## config.mk

```make
export PLATFORM = sky130hd
export DESIGN_NAME = codec_playback_sample_decoder_top
export DESIGN_NICKNAME = d
export VERILOG_FILES = /design/src/rtl/core/cpsd_pkg.sv /design/src/rtl/core/cpsd_front.sv /design/src/rtl/core/cpsd_queue.sv /design/src/rtl/core/cpsd_back.sv /design/src/rtl/core/codec_playback_sample_decoder_top.sv
export SDC_FILE = /design/constraint.sdc
export NUM_CORES = 1
export LEC_CHECK = 0
export ABC_CLOCK_PERIOD_IN_PS = 33900
export BUFFER_PORTS_ARGS = -buffer_cell sky130_fd_sc_hd__buf_2
export CORE_ASPECT_RATIO = 0.75
export CORE_MARGIN = 2
export CORE_UTILIZATION = 45
export CTS_BUF_LIST = sky130_fd_sc_hd__clkbuf_4 sky130_fd_sc_hd__clkbuf_8
export DETAILED_ROUTE_END_ITERATION = 6
export PLACE_DENSITY = 0.6
export SYNTH_ARGS = -nofsm -noshare
export SYNTH_HDL_FRONTEND = slang
export SYNTH_HIERARCHICAL = 1
export SYNTH_SLANG_ARGS = --single-unit
export TNS_END_PERCENT = 1
```

## constraint.sdc

```tcl
create_clock -name clk -period 33.9 [get_ports clk]
set_clock_uncertainty 0.2 [all_clocks]
set_input_delay 6.78 -clock clk [delete_from_list [all_inputs] [get_ports clk]]
set_output_delay 6.78 -clock clk [all_outputs]
set_load 0.01 [all_outputs]
```

## src/rtl/core/cpsd_pkg.sv

```systemverilog
// Shared types, codes and decode functions for the playback sample decoder.
// Used by every module under rtl/core; depends on nothing else.
package cpsd_pkg;

	localparam int unsigned QUEUE_DEPTH = 2;

	// Sample format codes as held in the format register.
	localparam logic [2:0] FMT_U8     = 3'd0;
	localparam logic [2:0] FMT_S16_LE = 3'd1;
	localparam logic [2:0] FMT_S16_BE = 3'd2;
	localparam logic [2:0] FMT_MULAW  = 3'd3;
	localparam logic [2:0] FMT_ALAW   = 3'd4;
	localparam logic [2:0] FMT_ADPCM  = 3'd5;

	// Configuration register indexes.
	localparam logic [1:0] REG_FORMAT = 2'd0;
	localparam logic [1:0] REG_STEREO = 2'd1;
	localparam logic [1:0] REG_MUTE   = 2'd2;

	// Kinds of work passed from the front end to the back end.
	localparam logic [1:0] KIND_NONE  = 2'd0;
	localparam logic [1:0] KIND_PCM   = 2'd1;
	localparam logic [1:0] KIND_ADPCM = 2'd2;

	localparam logic [6:0] STEP_MAX = 7'd88;

	typedef struct packed {
		logic [7:0] data_byte;
		logic       restart;
	} in_item_t;

	typedef struct packed {
		logic signed [15:0] left_sample;
		logic signed [15:0] right_sample;
		logic               last_of_byte;
	} out_item_t;

	typedef struct packed {
		logic [2:0] sample_format;
		logic       stereo_mode;
		logic       mute_output;
	} cfg_t;

	// One unit of work: a complete PCM frame (oldest byte in the low lane),
	// an ADPCM byte, or a bare restart.
	typedef struct packed {
		logic [1:0]  kind;
		logic        restart;
		logic [31:0] bytes;
	} work_t;

	typedef struct packed {
		logic signed [15:0] pred;
		logic [6:0]         sp;
	} adpcm_state_t;

	localparam logic [14:0] STEP_SIZE [0:88] = '{
		15'd7, 15'd8, 15'd9, 15'd10, 15'd11, 15'd12, 15'd13, 15'd14, 15'd16, 15'd17,
		15'd19, 15'd21, 15'd23, 15'd25, 15'd28, 15'd31, 15'd34, 15'd37, 15'd41, 15'd45,
		15'd50, 15'd55, 15'd60, 15'd66, 15'd73, 15'd80, 15'd88, 15'd97, 15'd107, 15'd118,
		15'd130, 15'd143, 15'd157, 15'd173, 15'd190, 15'd209, 15'd230, 15'd253, 15'd279,
		15'd307, 15'd337, 15'd371, 15'd408, 15'd449, 15'd494, 15'd544, 15'd598, 15'd658,
		15'd724, 15'd796, 15'd876, 15'd963, 15'd1060, 15'd1166, 15'd1282, 15'd1411,
		15'd1552, 15'd1707, 15'd1878, 15'd2066, 15'd2272, 15'd2499, 15'd2749, 15'd3024,
		15'd3327, 15'd3660, 15'd4026, 15'd4428, 15'd4871, 15'd5358, 15'd5894, 15'd6484,
		15'd7132, 15'd7845, 15'd8630, 15'd9493, 15'd10442, 15'd11487, 15'd12635,
		15'd13899, 15'd15289, 15'd16818, 15'd18500, 15'd20350, 15'd22385, 15'd24623,
		15'd27086, 15'd29794, 15'd32767
	};

	function automatic logic signed [15:0] dec_u8(logic [7:0] b);
		return {~b[7], b[6:0], 8'h00};
	endfunction

	function automatic logic signed [15:0] dec_mulaw(logic [7:0] b);
		logic [7:0]  u;
		logic [15:0] mag;
		u   = ~b;
		mag = (16'({u[3:0], 3'b000}) + 16'h0084) << u[6:4];
		return u[7] ? (16'h0084 - mag) : (mag - 16'h0084);
	endfunction

	function automatic logic signed [15:0] dec_alaw(logic [7:0] b);
		logic [7:0]  a;
		logic [15:0] mag;
		a = b ^ 8'h55;
		if (a[6:4] == 3'd0) begin
			mag = {8'h00, a[3:0], 4'h8};
		end else begin
			mag = (16'({a[3:0], 4'h0}) | 16'h0108) << (a[6:4] - 3'd1);
		end
		return a[7] ? mag : (16'd0 - mag);
	endfunction

	// One IMA ADPCM nibble: returns the updated predictor and step pointer.
	function automatic adpcm_state_t adpcm_decode(adpcm_state_t s, logic [3:0] nib);
		adpcm_state_t       r;
		logic [6:0]         sp;
		logic [7:0]         ni;
		logic [14:0]        step;
		logic [18:0]        prod;
		logic [15:0]        diff;
		logic signed [17:0] sum;
		sp   = (s.sp > STEP_MAX) ? STEP_MAX : s.sp;
		step = STEP_SIZE[sp];
		if (!nib[2]) begin
			ni = (sp == 7'd0) ? 8'd0 : 8'(sp) - 8'd1;
		end else begin
			ni = 8'(sp) + 8'({nib[1:0], 1'b0}) + 8'd2;
		end
		if (ni > 8'(STEP_MAX)) begin
			ni = 8'(STEP_MAX);
		end
		prod = 19'({nib[2:0], 1'b1}) * 19'(step);
		diff = prod[18:3];
		if (nib[3]) begin
			sum = 18'(s.pred) - $signed({2'b00, diff});
		end else begin
			sum = 18'(s.pred) + $signed({2'b00, diff});
		end
		if (sum < -18'sd32768) begin
			r.pred = 16'sh8000;
		end else if (sum > 18'sd32767) begin
			r.pred = 16'sh7FFF;
		end else begin
			r.pred = sum[15:0];
		end
		r.sp = ni[6:0];
		return r;
	endfunction

endpackage

```

## src/rtl/core/cpsd_front.sv

```systemverilog
// Front end: takes stream bytes, applies restart to the byte assembly and
// turns complete frames, ADPCM bytes and restarts into work for the queue. Uses cpsd_pkg.
module cpsd_front (
	input  logic              clk,
	input  logic              arst_n,
	input  cpsd_pkg::cfg_t    cfg,
	input  logic              byte_valid,
	input  cpsd_pkg::in_item_t byte_data,
	input  logic              queue_full,
	output logic              byte_stall,
	output logic              push,
	output cpsd_pkg::work_t   push_work
);

	logic [1:0] held_q;
	logic [7:0] held_byte_q [0:2];

	logic [1:0]  held_eff;
	logic [1:0]  need_m1;
	logic        wide;
	logic        fmt_bad;
	logic        fmt_adpcm;
	logic        complete;
	logic        accept;
	logic [31:0] frame;
	logic [1:0]  idx;

	assign byte_stall = queue_full;
	assign accept     = byte_valid && !queue_full;

	assign fmt_bad   = cfg.sample_format > cpsd_pkg::FMT_ADPCM;
	assign fmt_adpcm = cfg.sample_format == cpsd_pkg::FMT_ADPCM;
	assign wide      = (cfg.sample_format == cpsd_pkg::FMT_S16_LE) ||
	                   (cfg.sample_format == cpsd_pkg::FMT_S16_BE);
	assign need_m1   = wide ? (cfg.stereo_mode ? 2'd3 : 2'd1) : (cfg.stereo_mode ? 2'd1 : 2'd0);
	assign held_eff  = byte_data.restart ? 2'd0 : held_q;
	assign complete  = held_eff >= need_m1;

	// The frame is the newest held bytes followed by the current byte.
	always_comb begin
		frame = '0;
		for (int i = 0; i < 4; i++) begin
			idx = held_eff - need_m1 + 2'(i);
			if (2'(i) < need_m1) begin
				unique case (idx)
					2'd0: frame[8*i +: 8] = held_byte_q[0];
					2'd1: frame[8*i +: 8] = held_byte_q[1];
					2'd2: frame[8*i +: 8] = held_byte_q[2];
					default: frame[8*i +: 8] = 8'h00;
				endcase
			end else begin
				frame[8*i +: 8] = byte_data.data_byte;
			end
		end
	end

	always_comb begin
		push_work.restart = byte_data.restart;
		push_work.bytes   = frame;
		if (fmt_bad) begin
			push_work.kind = cpsd_pkg::KIND_NONE;
		end else if (fmt_adpcm) begin
			push_work.kind  = cpsd_pkg::KIND_ADPCM;
			push_work.bytes = {24'h000000, byte_data.data_byte};
		end else if (complete) begin
			push_work.kind = cpsd_pkg::KIND_PCM;
		end else begin
			push_work.kind = cpsd_pkg::KIND_NONE;
		end
	end

	assign push = accept && (byte_data.restart || push_work.kind != cpsd_pkg::KIND_NONE);

	always_ff @(posedge clk or negedge arst_n) begin
		if (!arst_n) begin
			held_q <= 2'd0;
		end else if (accept) begin
			if (fmt_bad) begin
				held_q <= held_eff;
			end else if (fmt_adpcm || complete) begin
				held_q <= 2'd0;
			end else begin
				held_q <= held_eff + 2'd1;
			end
		end
	end

	always_ff @(posedge clk) begin
		if (accept && !fmt_bad && !fmt_adpcm && !complete) begin
			held_byte_q[held_eff] <= byte_data.data_byte;
		end
	end

endmodule

```

## src/rtl/core/cpsd_queue.sv

```systemverilog
// Short work queue between the front end and the back end.
// Flip-flop storage, one push and one pop per cycle. Uses cpsd_pkg.
module cpsd_queue #(
	parameter int unsigned DEPTH = cpsd_pkg::QUEUE_DEPTH
) (
	input  logic            clk,
	input  logic            arst_n,
	input  logic            push,
	input  cpsd_pkg::work_t push_work,
	input  logic            pop,
	output logic            full,
	output logic            not_empty,
	output cpsd_pkg::work_t head
);

	localparam int unsigned PTR_W = (DEPTH > 1) ? $clog2(DEPTH) : 1;
	localparam int unsigned CNT_W = $clog2(DEPTH + 1);

	cpsd_pkg::work_t  entry_q [0:DEPTH-1];
	logic [PTR_W-1:0] wr_ptr_q;
	logic [PTR_W-1:0] rd_ptr_q;
	logic [CNT_W-1:0] count_q;

	assign full      = count_q == CNT_W'(DEPTH);
	assign not_empty = count_q != '0;
	assign head      = entry_q[rd_ptr_q];

	always_ff @(posedge clk or negedge arst_n) begin
		if (!arst_n) begin
			wr_ptr_q <= '0;
			rd_ptr_q <= '0;
			count_q  <= '0;
		end else begin
			if (push) begin
				wr_ptr_q <= (wr_ptr_q == PTR_W'(DEPTH - 1)) ? '0 : wr_ptr_q + 1'b1;
			end
			if (pop) begin
				rd_ptr_q <= (rd_ptr_q == PTR_W'(DEPTH - 1)) ? '0 : rd_ptr_q + 1'b1;
			end
			if (push && !pop) begin
				count_q <= count_q + 1'b1;
			end else if (pop && !push) begin
				count_q <= count_q - 1'b1;
			end
		end
	end

	always_ff @(posedge clk) begin
		if (push) begin
			entry_q[wr_ptr_q] <= push_work;
		end
	end

endmodule

```

## src/rtl/core/cpsd_back.sv

```systemverilog
// Back end: decodes queued work into stereo frames, keeps the ADPCM state
// and drives the output register. Uses cpsd_pkg.
module cpsd_back (
	input  logic                clk,
	input  logic                arst_n,
	input  cpsd_pkg::cfg_t      cfg,
	input  logic                work_valid,
	input  cpsd_pkg::work_t     work,
	output logic                pop,
	output logic                frame_valid,
	input  logic                frame_stall,
	output cpsd_pkg::out_item_t frame_data
);

	cpsd_pkg::adpcm_state_t st_q [0:1];
	logic                   phase_q;
	logic                   frame_valid_q;
	cpsd_pkg::out_item_t    frame_q;

	logic                   out_free;
	logic                   load;
	logic                   is_adpcm;
	logic                   is_pcm;
	logic                   mono_first;
	cpsd_pkg::adpcm_state_t in_a, in_b, res_a, res_b;
	logic [7:0]             b0, b1, b2, b3;
	logic signed [15:0]     pcm_l, pcm_r, new_l, new_r;
	logic                   new_last;

	assign out_free   = !frame_valid_q || !frame_stall;
	assign is_adpcm   = work.kind == cpsd_pkg::KIND_ADPCM;
	assign is_pcm     = work.kind == cpsd_pkg::KIND_PCM;
	assign mono_first = is_adpcm && !cfg.stereo_mode && !phase_q;

	assign load = work_valid && out_free && (is_adpcm || is_pcm);
	// A bare restart leaves at once; a mono ADPCM byte stays for its second frame.
	assign pop  = work_valid && ((work.kind == cpsd_pkg::KIND_NONE) ||
	              (load && !mono_first));

	assign b0 = work.bytes[7:0];
	assign b1 = work.bytes[15:8];
	assign b2 = work.bytes[23:16];
	assign b3 = work.bytes[31:24];

	// Channel 0 uses the low nibble, or the high one on the second mono frame.
	assign in_a  = (work.restart && !phase_q) ? '0 : st_q[0];
	assign in_b  = work.restart ? '0 : st_q[1];
	assign res_a = cpsd_pkg::adpcm_decode(in_a, phase_q ? b0[7:4] : b0[3:0]);
	assign res_b = cpsd_pkg::adpcm_decode(in_b, b0[7:4]);

	always_comb begin
		unique case (cfg.sample_format)
			cpsd_pkg::FMT_U8: begin
				pcm_l = cpsd_pkg::dec_u8(b0);
				pcm_r = cpsd_pkg::dec_u8(b1);
			end
			cpsd_pkg::FMT_S16_LE: begin
				pcm_l = {b1, b0};
				pcm_r = {b3, b2};
			end
			cpsd_pkg::FMT_S16_BE: begin
				pcm_l = {b0, b1};
				pcm_r = {b2, b3};
			end
			cpsd_pkg::FMT_MULAW: begin
				pcm_l = cpsd_pkg::dec_mulaw(b0);
				pcm_r = cpsd_pkg::dec_mulaw(b1);
			end
			default: begin
				pcm_l = cpsd_pkg::dec_alaw(b0);
				pcm_r = cpsd_pkg::dec_alaw(b1);
			end
		endcase
	end

	always_comb begin
		if (is_adpcm) begin
			new_l    = res_a.pred;
			new_r    = cfg.stereo_mode ? res_b.pred : res_a.pred;
			new_last = !mono_first;
		end else begin
			new_l    = pcm_l;
			new_r    = cfg.stereo_mode ? pcm_r : pcm_l;
			new_last = 1'b1;
		end
	end

	always_ff @(posedge clk or negedge arst_n) begin
		if (!arst_n) begin
			frame_valid_q <= 1'b0;
			phase_q       <= 1'b0;
			st_q[0]       <= '0;
			st_q[1]       <= '0;
		end else begin
			if (load) begin
				frame_valid_q <= 1'b1;
			end else if (!frame_stall) begin
				frame_valid_q <= 1'b0;
			end
			if (load && is_adpcm && !cfg.stereo_mode) begin
				phase_q <= !phase_q;
			end
			if (load && is_adpcm) begin
				st_q[0] <= res_a;
				if (cfg.stereo_mode) begin
					st_q[1] <= res_b;
				end else if (work.restart && !phase_q) begin
					st_q[1] <= '0;
				end
			end else if (work_valid && work.restart && (pop || load)) begin
				st_q[0] <= '0;
				st_q[1] <= '0;
			end
		end
	end

	always_ff @(posedge clk) begin
		if (load) begin
			frame_q.left_sample  <= cfg.mute_output ? 16'sd0 : new_l;
			frame_q.right_sample <= cfg.mute_output ? 16'sd0 : new_r;
			frame_q.last_of_byte <= new_last;
		end
	end

	assign frame_valid = frame_valid_q;
	assign frame_data  = frame_q;

endmodule

```

## src/rtl/core/codec_playback_sample_decoder_top.sv

```systemverilog
// Top level of the playback sample decoder: configuration registers and the
// front end, work queue and back end. Uses cpsd_pkg, cpsd_front, cpsd_queue, cpsd_back.
//
//   Channel   Signals                          Carries
//   byte      byte_valid, byte_stall, byte_data  one stream byte and its restart flag
//   frame     frame_valid, frame_stall, frame_data left and right samples, last-of-byte
//   config    cfg_wr_en, cfg_index, cfg_wdata  register writes, no read-back
//
// A byte is taken every cycle while the work queue has room. Each PCM frame and
// each stereo ADPCM byte gives one output frame; a mono ADPCM byte gives two,
// one per nibble, since its second nibble needs the predictor left by the first.
// Bytes that only fill the assembly store produce no frame of their own.
// Reset clears the configuration to format 0, mono, muted, and empties the
// assembly store, the queue, the ADPCM state and the output register.
// A stall on the frame side holds the output register and backs up into the
// queue; the byte side stalls only when the queue is full.
module codec_playback_sample_decoder_top #(
	parameter int unsigned QUEUE_DEPTH = cpsd_pkg::QUEUE_DEPTH
) (
	input  logic                clk,
	input  logic                arst_n,
	input  logic                byte_valid,
	output logic                byte_stall,
	input  cpsd_pkg::in_item_t  byte_data,
	output logic                frame_valid,
	input  logic                frame_stall,
	output cpsd_pkg::out_item_t frame_data,
	input  logic                cfg_wr_en,
	input  logic [1:0]          cfg_index,
	input  logic [2:0]          cfg_wdata
);

	cpsd_pkg::cfg_t  cfg_q;
	logic            push;
	logic            pop;
	logic            queue_full;
	logic            queue_not_empty;
	cpsd_pkg::work_t push_work;
	cpsd_pkg::work_t head_work;

	// Writes to an index outside the register list are ignored.
	always_ff @(posedge clk or negedge arst_n) begin
		if (!arst_n) begin
			cfg_q.sample_format <= cpsd_pkg::FMT_U8;
			cfg_q.stereo_mode   <= 1'b0;
			cfg_q.mute_output   <= 1'b1;
		end else if (cfg_wr_en) begin
			if (cfg_index == cpsd_pkg::REG_FORMAT) begin
				cfg_q.sample_format <= cfg_wdata;
			end
			if (cfg_index == cpsd_pkg::REG_STEREO) begin
				cfg_q.stereo_mode <= cfg_wdata[0];
			end
			if (cfg_index == cpsd_pkg::REG_MUTE) begin
				cfg_q.mute_output <= cfg_wdata[0];
			end
		end
	end

	cpsd_front u_front (
		.clk        (clk),
		.arst_n     (arst_n),
		.cfg        (cfg_q),
		.byte_valid (byte_valid),
		.byte_data  (byte_data),
		.queue_full (queue_full),
		.byte_stall (byte_stall),
		.push       (push),
		.push_work  (push_work)
	);

	cpsd_queue #(
		.DEPTH (QUEUE_DEPTH)
	) u_queue (
		.clk       (clk),
		.arst_n    (arst_n),
		.push      (push),
		.push_work (push_work),
		.pop       (pop),
		.full      (queue_full),
		.not_empty (queue_not_empty),
		.head      (head_work)
	);

	cpsd_back u_back (
		.clk         (clk),
		.arst_n      (arst_n),
		.cfg         (cfg_q),
		.work_valid  (queue_not_empty),
		.work        (head_work),
		.pop         (pop),
		.frame_valid (frame_valid),
		.frame_stall (frame_stall),
		.frame_data  (frame_data)
	);

endmodule
```

Word-level counts from Yosys, hierarchy flattened

Memory sizes are Yosys's and may differ from the RTL's.
Cells that the tools add are included.

$add $sub $neg: 29
$mul: 2
Order comparisons: 16
Eq/ne operators: 19
Shifts and indexed selects: 4
Muxes and demuxes: 68
Bitwise gates (word level): 8
Reductions and logical operators: 56

Operator list:

| cell                                                  | number |
|---|---|
| two-way mux 16 bit                                    | 16 |
| case mux 16 bit (4 select lines)                      | 2 |
| case mux 8 bit (3 select lines)                       | 4 |
| two-way mux 23 bit                                    | 4 |
| two-way mux 46 bit                                    | 2 |
| two-way mux 32 bit                                    | 2 |
| two-way mux 8 bit                                     | 8 |
| two-way mux 15 bit                                    | 4 |
| multiplier 4 x 15 -> 19 bit                           | 2 |
| adder 16 x 17 -> 18 bit                               | 2 |
| > comparator 18 x 16 -> 1 bit (second input constant) | 2 |
| < comparator 18 x 16 -> 1 bit (second input constant) | 2 |
| two-way mux 18 bit                                    | 2 |
| subtractor 16 x 17 -> 18 bit                          | 2 |
| left shift 16 x 3 -> 16 bit                           | 2 |
| left shift 9 x 3 -> 16 bit                            | 2 |
| subtractor 1 x 16 -> 16 bit (first input constant)    | 2 |
| subtractor 16 x 8 -> 16 bit (second input constant)   | 2 |
| subtractor 8 x 16 -> 16 bit (first input constant)    | 2 |
| two-way mux 7 bit                                     | 4 |
| adder 7 x 8 -> 9 bit (second input constant)          | 2 |
| logical AND 1 bit                                     | 18 |
| two-way mux 2 bit                                     | 9 |
| adder 7 x 3 -> 8 bit                                  | 2 |
| other kinds (36)                                      | 103 |

Bits in registers: 92
Bits in writable memories: 94
ROM bits: 3,840
Input port bits: 19
Output and inout bits: 35
Word-level logic and storage cells: 222
Memories: 4

Memories:

| memory              | words | bits a word | rd ports | clocked after memory_dff | wr ports | RTL line         | source |
|---|---|---|---|---|---|---|---|
| (no name shown)     | 128   | 15          | 1        | 0                        | 0        | cpsd_pkg.sv:105  | `step = STEP_SIZE[sp];` |
| (no name shown)     | 128   | 15          | 1        | 0                        | 0        | cpsd_pkg.sv:105  |  |
| u_queue.entry_q     | 2     | 35          | 1        | 0                        | 1        | cpsd_queue.sv:19 | `cpsd_pkg::work_t entry_q [0:DEPTH-1];` |
| u_front.held_byte_q | 3     | 8           | 3        | 0                        | 1        | cpsd_front.sv:16 | `logic [7:0] held_byte_q [0:2];` |

Logic depth before layout (Yosys ltp)

Depth after elaboration: 17
Depth in mapped cells: 49

Modules after synthesis

Netlist, hierarchy kept.

By module, submodules not included:

| module                            | instances | cells an instance | area an instance (µm²) | seq. area each (µm²) |
|---|---|---|---|---|
| cpsd_back                         | 1         | 2,467             | 17,603.1               | 2,192.1 |
| cpsd_queue                        | 1         | 125               | 2,865.2                | 2,202.1 |
| cpsd_front                        | 1         | 176               | 1,744.2                | 770.7 |
| codec_playback_sample_decoder_top | 1         | 13                | 216.5                  | 126.4 |

Least setup slack after synthesis

Ideal clock, no wire load.

Kind: register to register
Start: register u_queue.rd_ptr_q
End: register u_back.frame_q, in the netlist u_back/frame_data[12], data pin
Setup time: 0.272 ns
Data arrival time: 10.175 ns
Data required time: 33.428 ns
Setup slack: 23.253 ns
Cell stages (with the launch flop): 50
Path buffers: 7
Period minus slack after synthesis: 10.647 ns
Cells stage by stage: dfrtp_1 -> buf_6 -> buf_12 -> mux2_4 -> buf_6 -> nor2b_4 -> buf_6 -> a21oi_1 -> and2_1 -> clkbuf_1 -> inv_1 -> ha_1 -> clkbuf_1 -> inv_1 -> nor2_1 -> o21ai_0 -> a21oi_1 -> a21oi_1 -> [... 14 more ...] -> or4b_2 -> nor3_1 -> nand2b_1 -> o21ai_0 -> xnor2_1 -> ha_1 -> a21o_1 -> a21oi_1 -> nor2_1 -> a311oi_1 -> o311ai_0 -> nor2_1 -> nor2_1 -> a31o_2 -> or2_1 -> buf_2 -> a21oi_1 -> o221ai_1

RTL lines:

| what                     | RTL line         | source |
|---|---|---|
| start: declaration       | cpsd_queue.sv:21 | `logic [PTR_W-1:0] rd_ptr_q;` |
| start signal: assignment | cpsd_queue.sv:38 | `rd_ptr_q <= (rd_ptr_q == PTR_W'(DEPTH - 1)) ? '0 : rd_ptr_q + 1'b1;` |
| end: declaration         | cpsd_back.sv:18  | `cpsd_pkg::out_item_t frame_q;` |

Final worst setup path

Start: register u_back/st_q[4] (netlist bit)
End: register u_back.frame_q, in the netlist u_back/frame_data[11], data pin

Word-level cells in the longest chain between the ends: 15

Ends and longest elaborated chain:

| what                                                                    | RTL line                         | source |
|---|---|---|
| start: declaration                                                      | cpsd_back.sv:15                  | `cpsd_pkg::adpcm_state_t st_q [0:1];` |
| two-way mux 23 bit (*)                                                  | cpsd_back.sv:47                  | `assign in_b = work.restart ? '0 : st_q[1];` |
| > comparator 7 bit                                                      | cpsd_pkg.sv:104                  | `sp = (s.sp > STEP_MAX) ? STEP_MAX : s.sp;` |
| two-way mux 7 bit (*)                                                   | cpsd_pkg.sv:104                  |  |
| inverter 7 -> 8 bit (implied by the code) (*)                           | cpsd_pkg.sv:105                  |  |
| memory read (128 x 15 bit) (*)                                          | --                               |  |
| two-way mux 15 bit (implied by the code) (*) (2 in a row)               | cpsd_pkg.sv:105                  |  |
| multiplier 4 x 15 -> 19 bit (*)                                         | cpsd_pkg.sv:114                  | `prod = 19'({nib[2:0], 1'b1}) * 19'(step);` |
| adder 16 x 17 -> 18 bit or subtractor 16 x 17 -> 18 bit (tied branches) | cpsd_pkg.sv:119, cpsd_pkg.sv:117 |  |
| two-way mux 18 bit (*)                                                  | cpsd_pkg.sv:116                  | `if (nib[3]) begin` |
| > comparator 18 x 16 -> 1 bit                                           | cpsd_pkg.sv:123                  | `end else if (sum > 18'sd32767) begin` |
| two-way mux 16 bit                                                      | cpsd_pkg.sv:123                  |  |
| two-way mux 16 bit (*)                                                  | cpsd_pkg.sv:121                  | `if (sum < -18'sd32768) begin` |
| two-way mux 16 bit (*)                                                  | cpsd_back.sv:79                  | `new_r = cfg.stereo_mode ? res_b.pred : res_a.pred;` |
| two-way mux 16 bit (*)                                                  | cpsd_back.sv:77                  | `if (is_adpcm) begin` |

Mark *: on every way between the ends. The rest lies on a longest branch, timed or not. The select of a mux whose other input is x is not followed.
A chain may end at the register's enable or synchronous reset.

==> results_dict.tcl <==
set metrics [dict create \
    grt_start_max_net_pins 65 \
    timing.critical_path.from_type "flip-flop" \
    first_global_vias 20284 \
    grt_first_pass_wirelength_um 121000 \
    max_slew_violations 0 \
    io_buffer_count 53 \
    syn_area_um2 22400 \
    worst_path_max_delay_cell "sky130_fd_sc_hd__o41ai_1" \
    r2r_cells 40 \
    clkLatencyLatePin_ns 0.50 \
    start_to_end_type_of_the_worst_setup_path "flip-flop to flip-flop" \
    per_cell_routed_wire_length_um 23.2 \
    cts_num_sinks 186 \
    finalHoldViolCount 0 \
    initialDrtViolationCount 2785 \
    clk_transition_reported_paths_ns 0.12 \
    maxCapViolCount 0 \
    cts_root_buf "sky130_fd_sc_hd__clkbuf_8" \
    finalCriticalPeriod_ns 12.83 \
    transition_at_the_pin_with_the_smallest_max_transition_slack_ns 1.07 \
    post_route_cells_drive_above_1_share_pct 8.24 \
    post-route-util_pct 47.8 \
    cts.path.max_buffers 2 \
    outcome "completed" \
    worst_setup_path_endpoint "u_back/frame_data[11]" \
    synth_enable_flop_cells 127 \
    hold_path.class "flip-flop to flip-flop" \
    grt_overflow_total 0 \
    drt_wl_total_um 78300 \
    drt-vias-per-instance 6.48 \
    floorplan.die.width_um 262 \
    combined_flip_flop_and_latch_cell_area_um2 5290 \
    layout_common_cells "273 x sky130_fd_sc_hd__nand2_1, 249 x sky130_fd_sc_hd__nor2_1, 209 x sky130_fd_sc_hd__a21oi_1" \
    post-cts-setup-buffers 0 \
    rrSetupSlack_ns 21.07 \
    routability_congestion 0.982 \
    number_of_synthesized_register_bits 186 \
    mostFrequentLayoutCell "sky130_fd_sc_hd__nand2_1" \
    syn_area_per_cell_um2 8.07 \
    syn_inst 2781 \
    post-place-cells 3347 \
    cts_h_tree_lvls 4 \
    top_level_ports 54 \
    initial_utilization_pct 45.8 \
    synth_seq_area_share_pct 23.6 \
    num_vias 21885 \
    firstDrtPassIters 6 \
    async_flop_share_pct 31.7 \
    final.setup.worst_slack_ns 21.07 \
    die_h_um 197 \
    multi_input_logic_area_um2 15800 \
    area_delta_synth_final_pct 4.36 \
    critical_path.max_stage_delay_ns 0.71 \
    critical_path_peak_fanout 18 \
    rsz0062_at_grt "no" \
    grt.total_usage_pct 30.1 \
    achievable-frequency_mhz 78.0 \
    final_nets 2939 \
    start_point_of_the_critical_path "u_back/st_q[4]" \
    ys.flop_type "sky130_fd_sc_hd__edfxtp_1" \
    row_count 70 \
    synth_cell_types 111 \
    cts_buf_count 17 \
    min_period_over_period_pct 37.8 \
    design.die.area_um2 51700 \
    timing.critical_path.arrival_ns 12.97 \
    nets_in_the_synthesized_netlist 3002 \
    antenna_found_initial 1 \
    layoutNonFillerInstCount 3379 \
    num_antenna_cells 0 \
    core_um2 49000 \
    drt.antenna.violating_nets 0 \
    setup_tns_ns 0 \
    clock_tree_from_tritoncts "done" \
    route.detailed.drc 0 \
    setup_viol 0 \
    critical_path.most_common_cell "sky130_fd_sc_hd__ha_1" \
    place_worst_setup_slack_ns 21.32 \
    timing.slew.headroom_pct 26.8 \
    end_kind "flip-flop" \
    num-fill-cells 4767 \
    rr_endpoint "u_back/frame_data[11]" \
    cts_repair_resizes 0 \
    yosys_warnings 6 \
    cts-hold-fix-buffers 0 \
    startpoint_of_the_most_critical_register_to_register_path "u_back/st_q[4]" \
    cp.required_ns 34.05 \
    place.detailed.hpwl_um 59000 \
]
worst min-delay path by stage:
stage          slack, ns  cells past startpoint            endpoint               start
2_1_floorplan       0.24                      2     u_back/st_q[12]     u_back/st_q[12]
3_3_place_gp        0.26                      2     u_back/st_q[18]     u_back/st_q[18]
3_5_place_dp        0.27                      1  u_queue/count_q[1]  u_queue/count_q[1]
4_1_cts             0.29                      1  u_queue/count_q[1]  u_queue/count_q[1]
5_1_grt             0.33                      1  u_queue/count_q[1]  u_queue/count_q[1]
6_report            0.29                      1  u_queue/count_q[1]  u_queue/count_q[1]
cells in the mapped netlist, types with 11 or more instances:
cell | number | area (um^2)
sky130_fd_sc_hd__and2_1 | 58 | 363
sky130_fd_sc_hd__xnor2_1 | 82 | 718
sky130_fd_sc_hd__and3_1 | 20 | 125
sky130_fd_sc_hd__a31oi_1 | 46 | 288
sky130_fd_sc_hd__a21o_1 | 38 | 285
sky130_fd_sc_hd__dfrtp_1 | 58 | 1450
sky130_fd_sc_hd__a22o_1 | 25 | 219
sky130_fd_sc_hd__edfxtp_1 | 127 | 3810
sky130_fd_sc_hd__o211ai_1 | 43 | 323
sky130_fd_sc_hd__or3_1 | 22 | 138
sky130_fd_sc_hd__nand4_1 | 18 | 113
sky130_fd_sc_hd__a21oi_1 | 209 | 1050
sky130_fd_sc_hd__mux2_2 | 25 | 282
sky130_fd_sc_hd__xor2_1 | 51 | 447
sky130_fd_sc_hd__a211o_1 | 15 | 131
sky130_fd_sc_hd__ha_1 | 145 | 1810
sky130_fd_sc_hd__fa_1 | 57 | 1140
sky130_fd_sc_hd__a22oi_1 | 46 | 345
sky130_fd_sc_hd__o221ai_1 | 16 | 140
sky130_fd_sc_hd__buf_1 | 13 | 48.8
sky130_fd_sc_hd__o22ai_1 | 18 | 113
sky130_fd_sc_hd__o21ai_0 | 184 | 921
sky130_fd_sc_hd__nand2_1 | 273 | 1020
sky130_fd_sc_hd__nor2_1 | 249 | 935
sky130_fd_sc_hd__nand3_1 | 59 | 295
sky130_fd_sc_hd__inv_1 | 170 | 638
sky130_fd_sc_hd__nor3_1 | 49 | 245
sky130_fd_sc_hd__nor3b_1 | 12 | 90.1
sky130_fd_sc_hd__buf_2 | 11 | 55.1
sky130_fd_sc_hd__nand2b_1 | 46 | 288
sky130_fd_sc_hd__or2_2 | 15 | 93.8
sky130_fd_sc_hd__o21ai_1 | 27 | 135
sky130_fd_sc_hd__a211oi_1 | 38 | 285
sky130_fd_sc_hd__clkbuf_1 | 126 | 473
sky130_fd_sc_hd__mux2i_1 | 25 | 250
sky130_fd_sc_hd__o31ai_1 | 27 | 203
sky130_fd_sc_hd__nor2b_1 | 50 | 313
sky130_fd_sc_hd__mux2_4 | 30 | 450
sky130_fd_sc_hd__o21a_1 | 26 | 195
cell type report:
cell class                      instances  share of cell area (%)
Inverter                              178                    2.85
Sequential cell                       186                    22.6
Clock buffer                           20                    1.18
Tap cell                              648                    3.46
Clock inverter                         12                   0.551
Timing Repair Buffer                   79                    1.97
Multi-Input combinational cell       2256                    67.4
layer usage:
metal | vias to the layer above | track usage [%] | routed length [um]
met5 | - | 0 | 13
met4 | 2 | 7.64 | 1890
met3 | 131 | 6.84 | 8260
met2 | 1185 | 41.0 | 31000
met1 | 10531 | 47.0 | 37100
li1 | 10036 | - | -
through the flow:
step	hold WS (ns)	area, um^2
3_5_place_dp	0.267	23000
5_1_grt	0.327	23400
3_3_place_gp	0.265	23000
6_report	0.285	23400
4_1_cts	0.289	23400
2_1_floorplan	0.241	22400
flip-flops by register name, indices dropped and copies added, names as in the netlist:
| name | count |
|---|---|
| u_queue/entry_q | 70 |
| u_back/st_q | 46 |
| u_back/frame_data | 33 |
| u_front/held_byte_q | 24 |
| cfg_q | 5 |
| u_front/held_q | 2 |
| u_queue/count_q | 2 |
| u_back/frame_valid | 1 |
| u_back/phase_q | 1 |
| u_queue/rd_ptr_q | 1 |
| u_queue/wr_ptr_q | 1 |
worst max-delay path, delay by kind of cell (launching register included):
kind | cells | cell delay, ns
AO/OA/AOI/OAI | 17 | 5.58
AND/OR/NAND/NOR | 12 | 2.91
adder cells (fa/ha/maj) | 6 | 2.57
flip-flops | 1 | 0.65
XOR/XNOR | 2 | 0.40
buffers and inverters | 3 | 0.36
logic make-up after synthesis:
logic type	after synthesis	synth area share, %
AO/OA/AOI/OAI	920	27.4
XOR/XNOR	133	5.19
multiplexers	84	4.78
buffers and inverters	339	6.15
flip-flops	186	23.6
AND/OR/NAND/NOR	917	19.7
adder cells (fa/ha/maj)	202	13.2
Power is not shown: default switching activity piles up to over one toggle a cycle in this logic, so the estimate is an artifact.
